### src/msu_ram.sv
module msu_ram #(
  parameter int unsigned WIDTH = 32,
  parameter int unsigned DEPTH = 64
) (
  input  logic                     clk_i,
  input  logic                     we_i,
  input  logic [$clog2(DEPTH)-1:0] waddr_i,
  input  logic [WIDTH-1:0]         wdata_i,
  input  logic [$clog2(DEPTH)-1:0] raddr_a_i,
  input  logic [$clog2(DEPTH)-1:0] raddr_b_i,
  output logic [WIDTH-1:0]         rdata_a_o,
  output logic [WIDTH-1:0]         rdata_b_o
);

  logic [WIDTH-1:0] mem_q [DEPTH];

  always_ff @(posedge clk_i) begin
    if (we_i) begin
      mem_q[waddr_i] <= wdata_i;
    end
    rdata_a_o <= mem_q[raddr_a_i];
    rdata_b_o <= mem_q[raddr_b_i];
  end

endmodule

### config.mk
export PLATFORM = sky130hd
export DESIGN_NAME = msu_ram
export DESIGN_NICKNAME = d
export VERILOG_FILES = /design/src/msu_ram.sv
export SDC_FILE = /design/constraint.sdc
export NUM_CORES = 2
export LEC_CHECK = 0
export BUFFER_PORTS_ARGS = -buffer_cell sky130_fd_sc_hd__buf_2
export CAP_MARGIN = 0
export CORE_MARGIN = 2
export CORE_UTILIZATION = 45
export CTS_BUF_LIST = sky130_fd_sc_hd__clkbuf_4 sky130_fd_sc_hd__clkbuf_8
export DETAILED_ROUTE_END_ITERATION = 8
export PLACE_DENSITY_LB_ADDON = 0.15
export SYNTH_ARGS = -nofsm -noshare
export SYNTH_HDL_FRONTEND = slang
export SYNTH_SLANG_ARGS = --single-unit
### constraint.sdc
create_clock -name clk_i -period 4.45 [get_ports clk_i]
set_input_delay 0.445 -clock clk_i [delete_from_list [all_inputs] [get_ports clk_i]]
set_output_delay 0.445 -clock clk_i [all_outputs]
set_load 0.1 [all_outputs]
==> results_dict.tcl <==
set metrics [dict create \
    status "finished, final reports clean" \
    port_buffers 115 \
    synth_nets 4464 \
    clk_pin_slew_worst_paths_ns 0.06 \
    synth_seq_cells 2112 \
    routabilityCongestion 0.823 \
    dieArea_um2 216000 \
    drive_gt1_frac 0.427 \
    layout_min_cycle_time_ns 2.81 \
    io_pins 116 \
    ir_drop_uv 335 \
    drt-initial-drc-count 7512 \
    worst-path-max-fanout 28 \
    yosys.area.top_type "edfxtp_1" \
    hold_viol_final 0 \
    power_w 0.0436 \
    htree_levels 5 \
    cts_tree "done" \
    fin_setup_tns_ns 0 \
    crit_slowest_cell "o41ai_1" \
    via_per_inst 6.73 \
    area_growth_pct 13.1 \
    synth_warnings 0 \
    dr_total_vias 53200 \
    max_stage_delay_ns 0.88 \
    track_usage 0.282 \
    antenna_found_initial 36 \
    synth_area_um2 95700 \
    insertion_delay_ns 1.10 \
    crit_path_end_kind "flop" \
    final_nets 4849 \
    antenna_left 0 \
    path_class "in -> reg" \
    wl_mm 305 \
    crit_family "compound AO/OA/AOI/OAI gates" \
    cp.arrival_ns 3.79 \
    rsz0062_at_grt "no" \
    finalClockSkew_ns 0.0563 \
    post-route-util 0.511 \
    yosysTopAreaCellShare 0.643 \
    first_pass_iters 6 \
    setup_viol 0 \
    cts_sinks 2112 \
    max_slew_margin 0.132 \
    chipWidth_um 465 \
    coreArea_um2 212000 \
    fill_cells 16700 \
    period_share 0.631 \
    root_buffer "clkbuf_8" \
    cap_viol_max_count 0 \
    post_cts_buffers 0 \
    slew_viol_final 0 \
    synth_cells 4412 \
    grt_start_max_net_pins 84 \
    p_leak_nw 34.2 \
    crit_chain "dlygate4sd3_1 > buf_4 > nand2_2 > buf_4 > o21ai_0 > o41ai_1 > o211a_1" \
    cpMostUsedCell "buf_4" \
    synthTopCellsByArea "edfxtp_1 (64%), mux4_2 (26%), mux2i_1 (2.1%)" \
    first_global_vias 53600 \
    die_h_um 465 \
    cts_buffers 361 \
    drc 0 \
    fmax_ghz 0.356 \
    tightestPinTransition_ns 1.30 \
    start_kind "input pin" \
    wl_per_cell_um 38.6 \
    critPathBufInv 3 \
    initial_core_util 0.452 \
    grt_overflow 0 \
    ys_seq_area_frac 0.656 \
    synthDistinctLibCells 38 \
    clock_path_buffers 4 \
    synth.avg_cell_area_um2 21.7 \
    cp.required_ns 5.43 \
    grt_pass1_wl_mm 423 \
    hpwl_mm 176 \
    rows 169 \
    hold_path.class "in -> reg" \
    powerDensity_nw_per_um2 403 \
]
[placed cells by master (no fill, tap or decap), drive strengths merged, types with 2 or more instances in the layout]
master	synthesis	routed
or3	2	2
bufinv	0	6
clkinvlp	0	6
or3b	2	2
diode	0	14
mux2i	204	204
nor2	94	94
inv	1	3
nand3b	6	6
a32oi	9	9
o221ai	16	16
clkbuf	135	512
or2	3	3
nor2b	19	19
nand2	93	93
nand3	9	9
mux4	1124	1124
a221oi	13	13
dlygate4sd3	0	12
a211oi	15	15
clkinv	0	100
mux2	36	36
o21ai	49	49
o211ai	27	27
nand4	2	2
a21oi	58	58
o22ai	56	56
and2	6	6
a22oi	85	85
nor3	3	3
dfxtp	64	64
o32a	9	9
nand2b	8	8
buf	212	357
edfxtp	2048	2048
[state kept, by name, summed over array words and instances, names as in the netlist]
signal	flops
mem_q	2048
rdata_b_o	32
rdata_a_o	32
[per-stage QoR]
stage / setup slack (ns) / area, um2 / hold WS [ns] / std cells
floorplan: 0.814 / 95700 / 0.544 / 4412
global placement: 0.800 / 101000 / 0.884 / 7243
detailed placement: 0.872 / 101000 / 0.903 / 7243
CTS: 1.77 / 108000 / 0.00848 / 7881
global route: 1.66 / 108000 / 0.0868 / 7888
finish: 1.64 / 108000 / 0.107 / 7895
[per-layer routing]
layer / part of all wire / routed length [um] / global-route usage / up-vias
met1: 0.40 / 123000 / 0.410 / 29100
met3: 0.10 / 30800 / 0.0594 / 548
met4: 0.039 / 11900 / 0.105 / 10
li1: - / - / - / 20400
met2: 0.46 / 140000 / 0.422 / 3126
met5: 0.00023 / 69 / 0 / -
[cells by family (layout without fill, tap and decap cells)]
| family | after synthesis | after routing | share of synthesized area |
|---|---|---|---|
| compound gates | 340 | 340 | 0.0239 |
| flops | 2112 | 2112 | 0.656 |
| buf+inv | 348 | 996 | 0.0183 |
| other cells | 0 | 14 | 0 |
| mux | 1364 | 1364 | 0.290 |
| simple gates | 248 | 248 | 0.0113 |
[power by group]
| group | total (W) | switching (W) | internal [W] |
|---|---|---|---|
| clock network | 0.0172 | 0.00787 | 0.00934 |
| registers | 0.0222 | 0.000160 | 0.0220 |
| logic | 0.00424 | 0.00273 | 0.00151 |
| total | 0.0436 | 0.0108 | 0.0329 |
[synth_stat cells]
| cell | n |
|---|---|
| edfxtp_1 | 2048 |
| mux4_2 | 1124 |
| mux2i_1 | 204 |
| clkbuf_1 | 135 |
| buf_2 | 121 |
| nor2_1 | 94 |
| nand2_1 | 93 |
| a22oi_1 | 85 |
| dfxtp_1 | 64 |
| a21oi_1 | 58 |
| o22ai_1 | 56 |
| buf_4 | 55 |
| mux2_2 | 36 |
| o21ai_1 | 31 |
| o211ai_1 | 27 |
| buf_1 | 25 |
| nor2b_1 | 19 |
| o21ai_0 | 18 |
| o221ai_1 | 16 |
| a211oi_1 | 15 |
| a221oi_1 | 13 |
| buf_6 | 11 |
| a32oi_1 | 9 |
| nand3_1 | 9 |
| o32a_1 | 9 |
| nand2b_1 | 8 |
| and2_1 | 6 |
| nand3b_1 | 6 |
| nor3_1 | 3 |
| or2_2 | 3 |
| nand4_1 | 2 |
| or3_1 | 2 |
| or3b_2 | 2 |
| a21boi_1 | 1 |
| inv_2 | 1 |
| nand4b_1 | 1 |
| o211a_1 | 1 |
| o41ai_1 | 1 |
[repair_timing]
item	in CTS	in global routing
endpoints found under the hold margin	213	0
gates resized for setup	0	0
hold buffers	12	0
[tightest hold or removal path, delay by kind of cell]
| family | cells | cell delay (ns) |
|---|---|---|
| and+or+nand+nor | 2 | 0.35 |
| buffers and inverters | 1 | 0.16 |
[worst paths after layout]
path / start / end / slack, ns / depth (start not counted)
min reg2reg: mem_q[10][4] / rdata_a_o[4] / 0.90 / 5
max reg2reg: mem_q[6][20] / rdata_b_o[20] / 2.07 / 4
max: raddr_a_i[5] / rdata_a_o[31] / 1.64 / 7
min: waddr_i[1] / mem_q[54][31] / 0.11 / 3
[area by class of cell]
class | count | area, um2 | share of cell area
Timing Repair Buffer | 369 | 3290 | 0.0304
Multi-Input combinational cell | 1952 | 31700 | 0.293
Clock inverter | 114 | 666 | 0.00615
Clock buffer | 512 | 6250 | 0.0577
Inverter | 1 | 3.75 | 0.0000347
Sequential cell | 2112 | 62800 | 0.580
Antenna cell | 14 | 35.0 | 0.000324
Tap cell | 2821 | 3530 | 0.0326
Note: power is estimated with default switching activity, not from simulation.
